==> src/rtl/core_hotplug_mode_governor_defines.svh <==
// assertion macros used by the governor rtl
`ifndef CORE_HOTPLUG_MODE_GOVERNOR_DEFINES_SVH
`define CORE_HOTPLUG_MODE_GOVERNOR_DEFINES_SVH

// same-cycle implication, disabled in reset
`define HPG_ASSERT_NOW(lbl, clk, rst, ante, cons, msg) \
  lbl: assert property (@(posedge clk) disable iff (rst) (ante) |-> (cons)) else $error(msg);

// next-cycle implication, disabled in reset
`define HPG_ASSERT_NEXT(lbl, clk, rst, ante, cons, msg) \
  lbl: assert property (@(posedge clk) disable iff (rst) (ante) |=> (cons)) else $error(msg);

`endif

==> src/rtl/hpg_pkg.sv <==
package hpg_pkg;

  localparam int NUM_CORES = 4;
  localparam int NUM_LANES = 3;
  localparam int NUM_SEC = ((NUM_CORES - 1) > NUM_LANES) ? NUM_LANES : (NUM_CORES - 1);
  localparam logic [NUM_LANES-1:0] SEC_MASK = NUM_LANES'((1 << NUM_SEC) - 1);

  localparam logic [6:0]  RST_COLD_LEVEL = 7'd20;
  localparam logic [21:0] RST_LOW_FREQ_LIMIT = 22'd250000;
  localparam logic [21:0] RST_HIGH_FREQ_LIMIT = 22'd1900000;
  localparam logic [21:0] RST_BOOST_CAP = 22'd2100000;

  localparam logic [6:0] DELAY_SLOW = 7'd100;
  localparam logic [6:0] DELAY_FAST = 7'd10;
  localparam logic [2:0] LOW_RUN_SAT = 3'd6;
  localparam logic [2:0] LOW_RUN_MIN = 3'd5;
  localparam logic [3:0] HIGH_RUN_SAT = 4'd15;
  localparam logic [3:0] HIGH_RUN_DIRECT = 4'd3;
  localparam logic [3:0] HIGH_RUN_SIMPLE = 4'd5;

  typedef enum logic [1:0] {
    MODE_NORMAL = 2'd0,
    MODE_LOW    = 2'd1,
    MODE_HIGH   = 2'd2
  } mode_t;

  typedef enum logic [2:0] {
    CFG_COLD_LEVEL       = 3'd0,
    CFG_LOW_FREQ_LIMIT   = 3'd1,
    CFG_HIGH_FREQ_LIMIT  = 3'd2,
    CFG_BOOST_CAP        = 3'd3,
    CFG_HIGH_PERF_ENABLE = 3'd4,
    CFG_SIMPLE_BOOST     = 3'd5
  } cfg_idx_t;

  // per-core flags from one lane
  typedef struct packed {
    logic cold;
    logic online;
  } lane_t;

  // merged view of all lanes
  typedef struct packed {
    logic                 cold_pair;
    logic                 take_ok;
    logic [NUM_LANES-1:0] take_mask;
    logic [NUM_LANES-1:0] online_mask;
    logic                 full;
  } merge_t;

endpackage

==> src/rtl/hpg_tick_if.sv <==
interface hpg_tick_if;
  logic        valid;
  logic        ready;
  logic [21:0] cur_freq;
  logic [6:0]  util_core1;
  logic [6:0]  util_core2;
  logic [6:0]  util_core3;
  logic [2:0]  online_cores;
  logic        display_on;

  modport source (output valid, cur_freq, util_core1, util_core2, util_core3,
                  online_cores, display_on, input ready);
  modport sink (input valid, cur_freq, util_core1, util_core2, util_core3,
                online_cores, display_on, output ready);
endinterface

==> src/rtl/hpg_result_if.sv <==
interface hpg_result_if;
  logic        valid;
  logic        ready;
  logic [1:0]  mode;
  logic        apply_online;
  logic [2:0]  online_targets;
  logic        cap_valid;
  logic [21:0] freq_cap;
  logic [6:0]  poll_delay_ms;

  modport source (output valid, mode, apply_online, online_targets, cap_valid,
                  freq_cap, poll_delay_ms, input ready);
  modport sink (input valid, mode, apply_online, online_targets, cap_valid,
                freq_cap, poll_delay_ms, output ready);
endinterface

==> src/rtl/core_hotplug_mode_governor.sv <==
// channel   | role   | payload
// ----------+--------+------------------------------------------------------------
// tick      | sink   | cur_freq, util_core1..3, online_cores, display_on
// result    | source | mode, apply_online, online_targets, cap_valid, freq_cap,
//           |        | poll_delay_ms
// cfg       | write  | cfg_wr_en, cfg_index, cfg_data (no read-back)
//
// one item per cycle while the result is not stalled; a result appears in the cycle after its tick is accepted
// the decision is combinational, so the rate is set only by the output register
// reset (rst, synchronous) empties the output register, restores register defaults
// a stalled result holds the output register; a tick is still taken when the
// result is being drained in the same cycle
`include "core_hotplug_mode_governor_defines.svh"

module core_hotplug_mode_governor (
  input  logic                clk,
  input  logic                rst,
  hpg_tick_if.sink            tick,
  hpg_result_if.source        result,
  input  logic                cfg_wr_en,
  input  logic [2:0]          cfg_index,
  input  logic [21:0]         cfg_data
);

  // configuration registers
  logic [6:0]  cold_level;
  logic [21:0] low_freq_limit;
  logic [21:0] high_freq_limit;
  logic [21:0] boost_cap;
  logic        high_perf_enable;
  logic        simple_boost;

  // governor state
  logic [2:0]     low_run, low_run_next;
  logic [3:0]     high_run, high_run_next;
  hpg_pkg::mode_t held_mode, held_mode_next;
  logic [6:0]     delay_reg, delay_reg_next;

  // output register
  logic        out_valid;
  logic [1:0]  out_mode;
  logic        out_apply;
  logic [2:0]  out_targets;
  logic        out_capv;
  logic [21:0] out_cap;
  logic [6:0]  out_delay;

  logic accept;
  logic hp_pick;
  logic [3:0] high_run_cnt;
  hpg_pkg::mode_t mode_c;
  logic        apply_c;
  logic [2:0]  targets_c;
  logic        capv_c;
  logic [21:0] cap_c;

  hpg_pkg::lane_t  lanes [hpg_pkg::NUM_LANES];
  hpg_pkg::merge_t merged;
  logic [6:0]      util_vec [hpg_pkg::NUM_LANES];

  // skid: take a tick when the output slot is free or being drained
  assign tick.ready = !out_valid || result.ready;
  assign accept     = tick.valid && tick.ready;

  assign util_vec[0] = tick.util_core1;
  assign util_vec[1] = tick.util_core2;
  assign util_vec[2] = tick.util_core3;

  // one lane per secondary core slot; absent cores are masked off in the lane
  for (genvar g = 0; g < hpg_pkg::NUM_LANES; g++) begin : g_lane
    hpg_lane u_lane (
      .exists     (hpg_pkg::SEC_MASK[g]),
      .util       (util_vec[g]),
      .cold_level (cold_level),
      .online_bit (tick.online_cores[g]),
      .flags      (lanes[g])
    );
  end

  hpg_merge u_merge (
    .lanes  (lanes),
    .merged (merged)
  );

  // configuration writes
  always_ff @(posedge clk) begin
    if (rst) begin
      cold_level       <= hpg_pkg::RST_COLD_LEVEL;
      low_freq_limit   <= hpg_pkg::RST_LOW_FREQ_LIMIT;
      high_freq_limit  <= hpg_pkg::RST_HIGH_FREQ_LIMIT;
      boost_cap        <= hpg_pkg::RST_BOOST_CAP;
      high_perf_enable <= 1'b1;
      simple_boost     <= 1'b0;
    end else if (cfg_wr_en) begin
      unique case (cfg_index)
        hpg_pkg::CFG_COLD_LEVEL:       cold_level       <= cfg_data[6:0];
        hpg_pkg::CFG_LOW_FREQ_LIMIT:   low_freq_limit   <= cfg_data;
        hpg_pkg::CFG_HIGH_FREQ_LIMIT:  high_freq_limit  <= cfg_data;
        hpg_pkg::CFG_BOOST_CAP:        boost_cap        <= cfg_data;
        hpg_pkg::CFG_HIGH_PERF_ENABLE: high_perf_enable <= cfg_data[0];
        hpg_pkg::CFG_SIMPLE_BOOST:     simple_boost     <= cfg_data[0];
        default: ;
      endcase
    end
  end

  // mode decision
  always_comb begin
    // low-frequency run, saturating at six
    if (tick.cur_freq > low_freq_limit) low_run_next = 3'd0;
    else if (low_run <= hpg_pkg::LOW_RUN_MIN) low_run_next = low_run + 3'd1;
    else low_run_next = low_run;
    if (low_run_next > hpg_pkg::LOW_RUN_MIN && !tick.display_on) mode_c = hpg_pkg::MODE_LOW;
    else mode_c = hpg_pkg::MODE_NORMAL;

    // high-frequency run, saturating at fifteen
    if (tick.cur_freq < high_freq_limit) high_run_cnt = 4'd0;
    else if (high_run < hpg_pkg::HIGH_RUN_SAT) high_run_cnt = high_run + 4'd1;
    else high_run_cnt = high_run;

    if (simple_boost) hp_pick = high_perf_enable && (high_run_cnt > hpg_pkg::HIGH_RUN_SIMPLE);
    else hp_pick = high_perf_enable && (high_run_cnt > hpg_pkg::HIGH_RUN_DIRECT) &&
                   merged.cold_pair;
    // choosing high performance clears the run even if the entry fails later
    high_run_next = hp_pick ? 4'd0 : high_run_cnt;
    if (hp_pick) mode_c = hpg_pkg::MODE_HIGH;

    held_mode_next = mode_c;
    delay_reg_next = delay_reg;
    apply_c   = 1'b0;
    targets_c = 3'd0;
    capv_c    = 1'b0;
    cap_c     = 22'd0;

    if (mode_c != held_mode) begin
      case (mode_c)
        hpg_pkg::MODE_LOW: begin
          // flip every existing core
          delay_reg_next = hpg_pkg::DELAY_SLOW;
          apply_c   = 1'b1;
          targets_c = hpg_pkg::SEC_MASK & ~merged.online_mask;
          capv_c    = 1'b1;
          cap_c     = high_freq_limit;
        end
        hpg_pkg::MODE_HIGH: begin
          if (!simple_boost) begin
            if (merged.take_ok) begin
              // park the two picked cold cores, bring the rest up
              apply_c   = 1'b1;
              targets_c = hpg_pkg::SEC_MASK & ~merged.take_mask;
              capv_c    = 1'b1;
              cap_c     = boost_cap;
              delay_reg_next = hpg_pkg::DELAY_FAST;
            end else begin
              // not enough cold online cores: stay where we were
              held_mode_next = held_mode;
            end
          end else begin
            apply_c   = !merged.full;
            targets_c = merged.full ? 3'd0 : hpg_pkg::SEC_MASK;
            capv_c    = 1'b1;
            cap_c     = boost_cap;
          end
        end
        default: begin
          // back to normal
          delay_reg_next = hpg_pkg::DELAY_SLOW;
          capv_c    = 1'b1;
          cap_c     = high_freq_limit;
          apply_c   = !merged.full;
          targets_c = merged.full ? 3'd0 : hpg_pkg::SEC_MASK;
        end
      endcase
    end
  end

  // state update on each accepted tick
  always_ff @(posedge clk) begin
    if (rst) begin
      low_run   <= 3'd0;
      high_run  <= 4'd0;
      held_mode <= hpg_pkg::MODE_NORMAL;
      delay_reg <= hpg_pkg::DELAY_SLOW;
    end else if (accept) begin
      low_run   <= low_run_next;
      high_run  <= high_run_next;
      held_mode <= held_mode_next;
      delay_reg <= delay_reg_next;
    end
  end

  // output register
  always_ff @(posedge clk) begin
    if (rst) begin
      out_valid <= 1'b0;
    end else if (accept) begin
      out_valid <= 1'b1;
    end else if (result.ready) begin
      out_valid <= 1'b0;
    end
  end

  always_ff @(posedge clk) begin
    if (accept) begin
      out_mode    <= held_mode_next;
      out_apply   <= apply_c;
      out_targets <= targets_c;
      out_capv    <= capv_c;
      out_cap     <= cap_c;
      out_delay   <= delay_reg_next;
    end
  end

  assign result.valid          = out_valid;
  assign result.mode           = out_mode;
  assign result.apply_online   = out_apply;
  assign result.online_targets = out_targets;
  assign result.cap_valid      = out_capv;
  assign result.freq_cap       = out_cap;
  assign result.poll_delay_ms  = out_delay;

  `HPG_ASSERT_NEXT(a_tick_gives_result, clk, rst, accept, out_valid, "accepted tick lost")
  `HPG_ASSERT_NEXT(a_hp_clears_run, clk, rst, accept && hp_pick, high_run == 4'd0, "high run not cleared")
  `HPG_ASSERT_NOW(a_targets_exist, clk, rst, out_valid, (out_targets & ~hpg_pkg::SEC_MASK) == 3'd0, "target for absent core")
  `HPG_ASSERT_NOW(a_low_entry_delay, clk, rst, out_valid && out_capv && out_mode == hpg_pkg::MODE_LOW, out_delay == hpg_pkg::DELAY_SLOW, "low entry delay wrong")

endmodule

==> src/rtl/hpg_lane.sv <==
module hpg_lane (
  input  logic          exists,
  input  logic [6:0]    util,
  input  logic [6:0]    cold_level,
  input  logic          online_bit,
  output hpg_pkg::lane_t flags
);
  always_comb begin
    flags.cold   = exists && (util <= cold_level);
    flags.online = exists && online_bit;
  end
endmodule

==> src/rtl/hpg_merge.sv <==
module hpg_merge (
  input  hpg_pkg::lane_t  lanes [hpg_pkg::NUM_LANES],
  output hpg_pkg::merge_t merged
);
  logic [1:0] cold_cnt;
  logic [1:0] take_cnt;
  logic [1:0] online_cnt;
  logic [3:0] total_online;

  always_comb begin
    cold_cnt   = 2'd0;
    take_cnt   = 2'd0;
    online_cnt = 2'd0;
    merged.take_mask   = '0;
    merged.online_mask = '0;
    // lowest-numbered online cold cores are picked first, two at most
    for (int i = 0; i < hpg_pkg::NUM_LANES; i++) begin
      merged.online_mask[i] = lanes[i].online;
      if (lanes[i].cold) cold_cnt = cold_cnt + 2'd1;
      if (lanes[i].online) online_cnt = online_cnt + 2'd1;
      if (lanes[i].online && lanes[i].cold && (take_cnt < 2'd2)) begin
        merged.take_mask[i] = 1'b1;
        take_cnt = take_cnt + 2'd1;
      end
    end
    merged.cold_pair = (cold_cnt >= 2'd2);
    merged.take_ok   = (take_cnt == 2'd2);
    total_online     = {2'b00, online_cnt} + 4'd1;
    merged.full      = (total_online >= 4'(hpg_pkg::NUM_CORES));
  end
endmodule
==> src/flat_wrapper.sv <==
// flat-port wrapper written by rule: the top's interface ports become plain ports
module core_hotplug_mode_governor_flat 
  (clk, rst, cfg_wr_en, cfg_index, cfg_data, tick_valid, tick_cur_freq, tick_util_core1, tick_util_core2, tick_util_core3, tick_online_cores, tick_display_on, tick_ready, result_valid, result_mode, result_apply_online, result_online_targets, result_cap_valid, result_freq_cap, result_poll_delay_ms, result_ready);
  hpg_tick_if tick_i ();
  hpg_result_if result_i ();
  input  logic clk;
  input  logic rst;
  input  logic cfg_wr_en;
  input  logic [2:0] cfg_index;
  input  logic [21:0] cfg_data;
  input wire logic [$bits(tick_i.valid)-1:0] tick_valid;
  input wire logic [$bits(tick_i.cur_freq)-1:0] tick_cur_freq;
  input wire logic [$bits(tick_i.util_core1)-1:0] tick_util_core1;
  input wire logic [$bits(tick_i.util_core2)-1:0] tick_util_core2;
  input wire logic [$bits(tick_i.util_core3)-1:0] tick_util_core3;
  input wire logic [$bits(tick_i.online_cores)-1:0] tick_online_cores;
  input wire logic [$bits(tick_i.display_on)-1:0] tick_display_on;
  output wire logic [$bits(tick_i.ready)-1:0] tick_ready;
  output wire logic [$bits(result_i.valid)-1:0] result_valid;
  output wire logic [$bits(result_i.mode)-1:0] result_mode;
  output wire logic [$bits(result_i.apply_online)-1:0] result_apply_online;
  output wire logic [$bits(result_i.online_targets)-1:0] result_online_targets;
  output wire logic [$bits(result_i.cap_valid)-1:0] result_cap_valid;
  output wire logic [$bits(result_i.freq_cap)-1:0] result_freq_cap;
  output wire logic [$bits(result_i.poll_delay_ms)-1:0] result_poll_delay_ms;
  input wire logic [$bits(result_i.ready)-1:0] result_ready;
  assign tick_i.valid = tick_valid;
  assign tick_i.cur_freq = tick_cur_freq;
  assign tick_i.util_core1 = tick_util_core1;
  assign tick_i.util_core2 = tick_util_core2;
  assign tick_i.util_core3 = tick_util_core3;
  assign tick_i.online_cores = tick_online_cores;
  assign tick_i.display_on = tick_display_on;
  assign tick_ready = tick_i.ready;
  assign result_valid = result_i.valid;
  assign result_mode = result_i.mode;
  assign result_apply_online = result_i.apply_online;
  assign result_online_targets = result_i.online_targets;
  assign result_cap_valid = result_i.cap_valid;
  assign result_freq_cap = result_i.freq_cap;
  assign result_poll_delay_ms = result_i.poll_delay_ms;
  assign result_i.ready = result_ready;
  core_hotplug_mode_governor u_core (.clk(clk), .rst(rst), .tick(tick_i), .result(result_i), .cfg_wr_en(cfg_wr_en), .cfg_index(cfg_index), .cfg_data(cfg_data));
endmodule
==> config.mk <==
export PLATFORM = sky130hd
export DESIGN_NAME = core_hotplug_mode_governor_flat
export DESIGN_NICKNAME = d
export VERILOG_FILES = /design/src/rtl/hpg_pkg.sv /design/src/rtl/hpg_tick_if.sv /design/src/rtl/hpg_result_if.sv /design/src/rtl/core_hotplug_mode_governor.sv /design/src/rtl/hpg_lane.sv /design/src/rtl/hpg_merge.sv /design/src/flat_wrapper.sv
export VERILOG_INCLUDE_DIRS = /design/src /design/src/rtl
export SDC_FILE = /design/constraint.sdc
export NUM_CORES = 1
export LEC_CHECK = 0
export ABC_AREA = 1
export BUFFER_PORTS_ARGS = -buffer_cell sky130_fd_sc_hd__buf_2
export CORE_ASPECT_RATIO = 1.5
export CORE_MARGIN = 2
export CORE_UTILIZATION = 39
export CTS_BUF_LIST = sky130_fd_sc_hd__clkbuf_8 sky130_fd_sc_hd__clkbuf_16
export DETAILED_ROUTE_END_ITERATION = 6
export HOLD_SLACK_MARGIN = 0.12
export PLACE_DENSITY = 0.56
export REMOVE_ABC_BUFFERS = 1
export SETUP_SLACK_MARGIN = 0.15
export SYNTH_ARGS = -nofsm -noshare
export SYNTH_HDL_FRONTEND = slang
export SYNTH_SLANG_ARGS = --single-unit
==> constraint.sdc <==
create_clock -name clk -period 5.1 [get_ports clk]
set_input_delay 1.275 -clock clk [delete_from_list [all_inputs] [get_ports clk]]
set_output_delay 1.275 -clock clk [all_outputs]
set_load 0.02 [all_outputs]
==> results of run 1 <==
[area by class of cell]
class / count / share of cell area, %
Multi-Input combinational cell: 612 / 40.6
Clock buffer: 17 / 5.03
Tap cell: 217 / 3.21
Timing Repair Buffer: 121 / 7.51
Sequential cell: 128 / 34.5
Inverter: 146 / 6.54
Clock inverter: 15 / 2.57
[worst max-delay path, stage by stage]
cell and delay, ns:
buf_2 0.10, ha_1 0.28, nand2_1 0.06, nor2_1 0.16, nand2_1 0.07, nand2_1 0.05, nand2_1 0.08, nand2_1 0.11
inv_1 0.07, ha_1 0.30, nand4_1 0.09, o21ai_0 0.10, buf_4 0.16, nor2_1 0.16, inv_1 0.08, nand2_1 0.43
buf_12 0.22, nor2_1 0.05, a21oi_1 0.14, nor2_2 0.04
[Yosys cell counts (all sizes together)]
library cell / count
nand4: 4
dfxtp: 92
a21oi: 104
buf: 5
o21ai: 64
o211ai: 27
or2: 2
o21a: 1
nor2: 102
nand3b: 2
mux2i: 1
inv: 146
nand2: 195
nand3: 23
o21bai: 2
ha: 72
nor3: 5
edfxtp: 36
a21o: 3
a31oi: 5
clkbuf: 24
[logic make-up (layout without fill, tap and decap cells)]
| kind of cell | after synthesis | in the layout | synth area share, % |
|---|---|---|---|
| AOI/OAI and AO/OA | 206 | 206 | 15.9 |
| adders and majority gates | 72 | 72 | 12.8 |
| buffers and inverters | 175 | 299 | 10.0 |
| DFF | 128 | 128 | 41.4 |
| muxes | 1 | 1 | 0.142 |
| and+or+nand+nor | 333 | 333 | 19.7 |
[how the worst max path moves through the flow]
stage / endpoint / slack, ns
2_1_floorplan: u_core.result.online_targets[0] / 1.34
3_3_place_gp: u_core.result.freq_cap[2] / 0.84
3_5_place_dp: u_core.result.freq_cap[2] / 0.78
4_1_cts: u_core.result.freq_cap[2] / 1.21
5_1_grt: u_core.result.freq_cap[4] / 0.89
6_report: u_core.result.freq_cap[2] / 1.24
[routing by layer]
| layer | vias to the layer above | routed length [um] | track usage (%) |
|---|---|---|---|
| li1 | 3202 | - | - |
| met1 | 2764 | 7420 | 21.5 |
| met2 | 122 | 9420 | 36.3 |
| met3 | 15 | 656 | 3.97 |
| met4 | 0 | 213 | 5.99 |
| met5 | - | 0 | 0 |
[where the power goes]
| group | leakage [nW] | switching (mW) | internal [mW] |
|---|---|---|---|
| clock | 0.308 | 0.472 | 0.863 |
| combinational | 2.64 | 0.227 | 0.124 |
| sequential | 1.11 | 0.0193 | 1.10 |
| total | 4.06 | 0.719 | 2.09 |
[cell usage in the layout, fill, tap and decap left out, types with 6 or more instances in the layout]
cell type	netlist	final
nand2_1	188	188
inv_1	143	141
buf_2	2	114
a21oi_1	104	104
nor2_1	98	98
dfxtp_1	92	92
ha_1	72	72
o21ai_0	63	63
edfxtp_1	36	36
o211ai_1	27	27
nand3_1	21	21
clkbuf_16	0	17
buf_4	1	6
==> reports/results.ini, run 1 <==
[outcome]
status = complete, no violations

[die]
core-area_um2 = 17900
ios = 115
placementRows = 60
die_x_um = 114
die_height_um = 169
die_area_um2 = 19200
initial_utilization_pct = 39.5

[detailed_routing]
drt-total-wl_mm = 17.7
via_count = 6103
viasPerCell = 4.86
ant_nets = 0
first_iter_violations = 166
drc_errors = 0
wl_per_cell_um = 14.1
drt_first_pass_iters = 6

[setup_path]
cp.arrival_ns = 4.03
cp.required_ns = 5.27
start_kind = input pin
critPathCaptureType = register
worstPathMaxFanout = 13
r2r-start = u_core.cold_level[6]
r2r_slack_ns = 1.78
rr_worst_depth = 20
worstSetupPathType = in -> reg
crit_start = tick_util_core2[6]
timing.rr.end = u_core.result.freq_cap[2]

[layout]
nFillCells = 1850
multiInputGateArea_um2 = 3430
final_cell_count_no_fill = 1256
syn_to_final_growth_pct = 19.9
stdcell_area_um2 = 8460
finalNetCount = 1175
insertedDiodeCount = 0
drive_gt1_share_pct = 16.8
final-seq-area_um2 = 2920
final_core_util_pct = 47.4

[grt]
overflow = 0
grt_usage_pct = 19.3
antenna_found_initial = 0
grt_pass1_wl_mm = 28.8
grt_pass1_vias = 5871
grt_max_degree = 47

[clock_network]
cts_root_buffer = clkbuf_16
post_cts_buffers = 0
clk_latency_ns = 0.43
clock-sinks = 128
ctsResizeCount = 0
clk_transition_reported_paths_ns = 0.06
cts_tree = yes
htreeDepth = 4
cts_buffer_depth = 2
cts-buffers-inserted = 17
postCtsHoldBufs = 0

[timing]
post-route-worst-setup-slack_ns = 1.24
hold-worst-slack_ns = 0.452
rsz0062_at_grt = no
slew_violations = 0
post-route-period-util_pct = 75.7
setup_viol = 0
post-route-min-period_ns = 3.86
fin_tns_setup_ns = 0
hold_violations = 0
maxSlewHeadroom_pct = 26.4
max_clock_freq_mhz = 259
worst_slew_pin_slew_ns = 1.10
clock_skew_ns = 0.00794

[synth]
yosysUniqueCellTypes = 35
synth_top_area_cell = dfxtp_1
syn_area_per_cell_um2 = 7.71
syn_area_um2 = 7060
netlist_instances = 915
synthTopCellsByArea = dfxtp_1 (26%), edfxtp_1 (15%), ha_1 (13%), nand2_1 (10%), inv_1 (7.6%)
synth_top_area_share_pct = 26.1
ys_seq_area_share_pct = 41.4
synth_seq_cells = 128
ys.warnings.count = 0

[place]
pre_cts_ws_ns = 0.780
dpl.hpwl_mm = 12.8
routabilityCongestion = 0.822
port_buffers = 114
dp.cells = 1224
place_area_um2 = 7820

[power_and_ir_drop]
total_power_mw = 2.81
peakVddDrop_mv = 0.170
p_leak_nw = 4.06
p_per_area_nw_per_um2 = 332

[min_path]
hold_path_end = u_core.boost_cap[17]
hp-start = u_core.boost_cap[17]
hold_path_depth = 2
min_path_type = reg -> reg

[flow_run]
drv_cap = 0

Power figures use the tool's default switching activity.
==> run 2: changes to the inputs <==
- ABC_AREA: 1 -> 0
- PLACE_DENSITY: 0.56 -> 0.58
- clock period: 5.1 -> 3.46 ns (I/O delays scaled with it)
==> run 2 against run 1 <==
Effect of this change: sequential share of layout area decreased by 0.10 points; synthesized cell count decreased by 17%; via count decreased by 4.6%; die area decreased by 3.3%; clock skew increased by 0.0028 ns; first-iteration DRC count increased by 24%; sequential cell count unchanged; critical path type unchanged; largest cell class unchanged; highest routed layer unchanged.
==> reports/results.ini, run 2 <==
[die]
ios = 115
placementRows = 59
die_area_um2 = 18600
core-area_um2 = 17300
initial_utilization_pct = 39.5
die_height_um = 166
die_x_um = 112

[detailed_routing]
routed.top_layer = met4
wl_per_cell_um = 15.9
routedLengthMet1_mm = 7.51
drt_first_pass_iters = 4
wl_met3_um = 711
first_iter_violations = 206
drc_errors = 0
ant_nets = 0
drt-total-wl_mm = 17.9
via_count = 5824
viasPerCell = 5.16
wl_met2_mm = 9.35

[grt]
antenna_found_initial = 0
overflow = 0
grt_pass1_wl_mm = 28.9
grt_max_degree = 58
grt_usage_pct = 19.5
grt_pass1_vias = 5720

[setup_path]
cp_cell_sequence = buf_2 > ha_1 > a2111oi_0 > o21ai_1 > a211oi_1 > o21ai_1 > and2_4 > buf_4 > mux2_4 > o211a_1
worstPathMaxFanout = 18
cpMostUsedCell = o21ai_1
worstSetupPathType = in -> reg
critPathCaptureType = register
start_kind = input pin
rr_worst_depth = 14
cp.required_ns = 3.63
critPathSlowestCell = a211oi_1
critPathMaxStageDelay_ns = 0.47
cp.arrival_ns = 3.33

[timing]
fin_tns_setup_ns = 0
hold_violations = 0
clock_skew_ns = 0.0108
rsz0062_at_grt = no
post-route-min-period_ns = 3.16
slew_violations = 0
setup_viol = 0
max_clock_freq_mhz = 316
post-route-worst-setup-slack_ns = 0.300
hold-worst-slack_ns = 0.422
worst_slew_pin_slew_ns = 0.724
post-route-period-util_pct = 91.3
maxSlewHeadroom_pct = 51.5

[layout]
drive_gt1_share_pct = 23.1
syn_to_final_growth_pct = 24.5
nFillCells = 1738
final_core_util_pct = 49.1
layout.cells.most_common = nand2_1
insertedDiodeCount = 0
finalNetCount = 1051
layout_common_cells = nand2_1 (144), buf_2 (114), dfxtp_1 (92)
final_cell_count_no_fill = 1128

[synth]
synthTopCellsByArea = dfxtp_1 (27%), edfxtp_1 (16%), ha_1 (13%), nand2_1 (8.0%), a21oi_1 (6.0%)
synthTopCellsByCount = nand2_1 (145), dfxtp_1 (92), a21oi_1 (82)
syn_area_um2 = 6820
synth_top_family_by_area = compound AO/OA/AOI/OAI gates
ys_seq_area_share_pct = 42.9
synth_compound_area_share_pct = 19.7
postSynth.asyncResetShare_pct = 0
synth_seq_cells = 128
netlist_instances = 757
ys.warnings.count = 0
synth_simple_gate_area_share_pct = 16.4
synthXorXnorAreaFrac_pct = 0
synth_top_area_share_pct = 27.0
synth_edf_count = 36
synthMuxAreaShare_pct = 1.85
syn_area_per_cell_um2 = 9.00
synth_fa_ha_area_share_pct = 13.2
synthMostInstantiatedCell = nand2_1
yosysUniqueCellTypes = 59
synth_top_area_cell = dfxtp_1
ys.flop_type = dfxtp_1

[clock_network]
postCtsHoldBufs = 0
cts_tree = yes
cts_root_buffer = clkbuf_16
clk_transition_reported_paths_ns = 0.06
cts-buffers-inserted = 17
cts_buffer_depth = 2
clock-sinks = 128
htreeDepth = 4
clk_latency_ns = 0.41

[power_and_ir_drop]
peakVddDrop_mv = 0.266
p_leak_nw = 3.67
p_per_area_nw_per_um2 = 450

[min_path]
hold_path_depth = 2
min_path_type = reg -> reg

[place]
pre_cts_ws_ns = -0.740
dp.cells = 1092
routabilityCongestion = 0.805
dpl.hpwl_mm = 12.6
port_buffers = 114

[outcome]
status = complete, no violations

[flow_run]
drv_cap = 0

## run 2: worst paths after layout
kind                              from                               to  slack, ns
setup / recovery      tick_cur_freq[3]  u_core.result.online_targets[1]       0.30
hold / removal     u_core.delay_reg[4]              u_core.delay_reg[4]       0.42
setup reg to reg  u_core.cold_level[5]        u_core.result.freq_cap[1]       0.43
hold reg to reg    u_core.delay_reg[4]              u_core.delay_reg[4]       0.42
## run 2: area by class of cell
cell class	instances	area [um^2]	share of cell area, %
Sequential cell	128	2920	34.4
Clock inverter	14	141	1.67
Clock buffer	18	439	5.18
Multi-Input combinational cell	529	3540	41.7
Timing Repair Buffer	157	918	10.8
Inverter	69	259	3.05
Tap cell	213	267	3.14
## run 2: metal layers
layer / vias to the layer above / global-route usage (%)
met5: - / 0
met4: 0 / 6.52
met3: 20 / 3.54
met2: 111 / 35.6
met1: 2714 / 23.0
li1: 2979 / -
## run 2: timing repair
action | 4_1_cts | 5_1_grt
setup endpoints to repair | 22 | 35
gates resized for setup | 4 | 5
pin swaps | 2 | 0
cloned | 1 | 0
buffers inserted | 3 | 0
## run 2: kinds of logic (layout without fill, tap and decap cells)
logic type               count (synthesis)  count (layout)
AND/OR/NAND/NOR                        242             243
adder cells (fa/ha/maj)                 72              72
multiplexers                            12              12
AO/OA/AOI/OAI                          202             202
flip-flops                             128             128
buffers and inverters                  101             258
## run 2: worst max-delay path, delay by kind of cell
family	cells	cell delay (ns)
AOI/OAI and AO/OA	5	1.27
muxes	1	0.34
buffers and inverters	2	0.32
adders and majority gates	1	0.31
and+or+nand+nor	1	0.21
## run 2: power breakdown
group	internal (mW)	switching (mW)
Sequential	1.59	0.0227
Clock	1.08	0.672
Combinational	0.189	0.266
## run 2: metrics by stage
step,power [mW],area [um^2]
floorplan,1.89,6670
global placement,2.09,7820
detailed placement,2.10,7820
CTS,3.85,8460
global route,3.98,8490
finish,3.82,8490
==> run 3: changes to the inputs <==
- PLACE_DENSITY: 0.58 -> 0.66
==> run 3 against run 2 <==
Effect of this change: clock power increased by 7%; design area decreased by 1.4%; die area unchanged; critical path depth increased by 4; sequential power about the same; register-to-register slack improved by 0.05 ns; routed wire length decreased by 3.2%; power increased by 2.6%; clock skew increased by 0.0013 ns.
==> reports/results.ini, run 3 (synthesis gave the netlist of run 2 again) <==
[setup_path]
timing.rr.end = u_core.result.freq_cap[4]
worstSetupPathType = in -> reg
start_kind = input pin
rr_worst_depth = 14
r2r-start = u_core.cold_level[2]
critPathCaptureType = register
cp_cell_sequence = buf_2 > ha_1 > nand2_1 > o21a_1 > o22ai_1 > o22ai_2 > and2_1 > ha_1 > nor2b_1 > a41oi_1 > nor2b_2 > nor3b_4 > buf_4 > a22o_1
critPathSlowestCell = ha_1
cp.required_ns = 3.63
crit_start = tick_util_core1[2]
worstPathMaxFanout = 5
critPathMaxStageDelay_ns = 0.30
cpMostUsedCell = ha_1
cp.arrival_ns = 3.28
crit_end = u_core.result.freq_cap[4]
r2r_slack_ns = 0.48

[grt]
antenna_found_initial = 1
grt_usage_pct = 19.0
overflow = 0
grt_pass1_wl_mm = 28.1
grt_pass1_vias = 5707
grt_max_degree = 36

[clock_network]
htreeDepth = 4
cts_tree = yes
clk_transition_reported_paths_ns = 0.06
cts_buffer_depth = 2
cts-buffers-inserted = 17
clk_latency_ns = 0.42
cts_root_buffer = clkbuf_16
clock-sinks = 128
post_cts_buffers = 0
postCtsHoldBufs = 0

[detailed_routing]
wl_per_cell_um = 15.6
drc_errors = 0
first_iter_violations = 215
viasPerCell = 5.17
via_count = 5745
drt-total-wl_mm = 17.3
drt_first_pass_iters = 6
ant_nets = 0

[timing]
slew_violations = 0
maxSlewHeadroom_pct = 54.2
post-route-period-util_pct = 89.9
rsz0062_at_grt = no
post-route-min-period_ns = 3.11
hold-worst-slack_ns = 0.424
worst_slew_pin_slew_ns = 0.684
clock_skew_ns = 0.0121
hold_violations = 0
max_clock_freq_mhz = 321
setup_viol = 0

[power_and_ir_drop]
p_per_area_nw_per_um2 = 468
peakVddDrop_mv = 0.243
p_leak_nw = 3.59

[die]
die_x_um = 112
die_height_um = 166
die_area_um2 = 18600
placementRows = 59
core-area_um2 = 17300
ios = 115
initial_utilization_pct = 39.5

[layout]
finalNetCount = 1034
syn_to_final_growth_pct = 22.8
drive_gt1_share_pct = 21.6
stdcell_area_um2 = 8370
layout.cells.most_common = nand2_1
layout_common_cells = nand2_1 (144), buf_2 (114), dfxtp_1 (92)

[place]
port_buffers = 114
routabilityCongestion = 0.838
dpl.hpwl_mm = 12.6
place_area_um2 = 7730

[min_path]
hp-start = u_core.delay_reg[0]
min_path_type = reg -> reg

[flow_run]
drv_cap = 0

[outcome]
status = complete, no violations

-- run 3: worst min path at each step --
stage | depth (start not counted) | end | slack, ns
after floorplan | 2 | u_core.delay_reg[0] | 0.41
after global placement | 2 | u_core.delay_reg[0] | 0.42
after detailed placement | 2 | u_core.delay_reg[0] | 0.42
after CTS | 2 | u_core.delay_reg[0] | 0.43
after global routing | 2 | u_core.delay_reg[4] | 0.45
final | 2 | u_core.delay_reg[0] | 0.42
-- run 3: final cells by class --
class                           instances  area (um^2)
Antenna cell                            1         2.50
Multi-Input combinational cell        528         3500
Tap cell                              213          267
Fill cell                            1709         8900
Clock inverter                         14          178
Inverter                               69          259
Sequential cell                       128         2920
Clock buffer                           18          439
Timing Repair Buffer                  141          798
-- run 3: through the flow --
step | setup TNS, ns | power, mW | setup slack (ns) | instances | util (%)
3_5_place_dp | -4.76 | 2.08 | -0.198 | 1079 | 44.8
3_3_place_gp | -4.57 | 2.07 | -0.194 | 1079 | 44.8
5_1_grt | 0 | 4.06 | 0.164 | 1112 | 48.4
4_1_cts | 0 | 3.95 | 0.216 | 1111 | 48.3
2_1_floorplan | 0 | 1.89 | 0.0620 | 725 | -
6_report | 0 | 3.92 | 0.349 | 1112 | 48.4
-- run 3: critical path: cells and delay by family --
kind / cells / cell delay (ns)
AOI/OAI and AO/OA: 5 / 0.89
buffers and inverters: 2 / 0.28
and+or+nand+nor: 5 / 0.65
adders and majority gates: 2 / 0.60
-- run 3: power by group --
part	switching (mW)	internal, mW	total [mW]
registers	0.0226	1.59	1.62
clock network	0.704	1.16	1.87
logic	0.260	0.174	0.434
total	0.987	2.93	3.92
-- run 3: what timing repair did --
action                                 4_1_cts  5_1_grt
gates resized for setup                      0        5
endpoints found under the hold margin        0        0
setup endpoints to repair                    0       39
-- run 3: metal layers --
metal  GRT usage, %  share of wire [%]
met5              0                  0
met4           6.84                2.1
met1           21.6                 41
met2           35.0                 53
met3           3.47                4.4
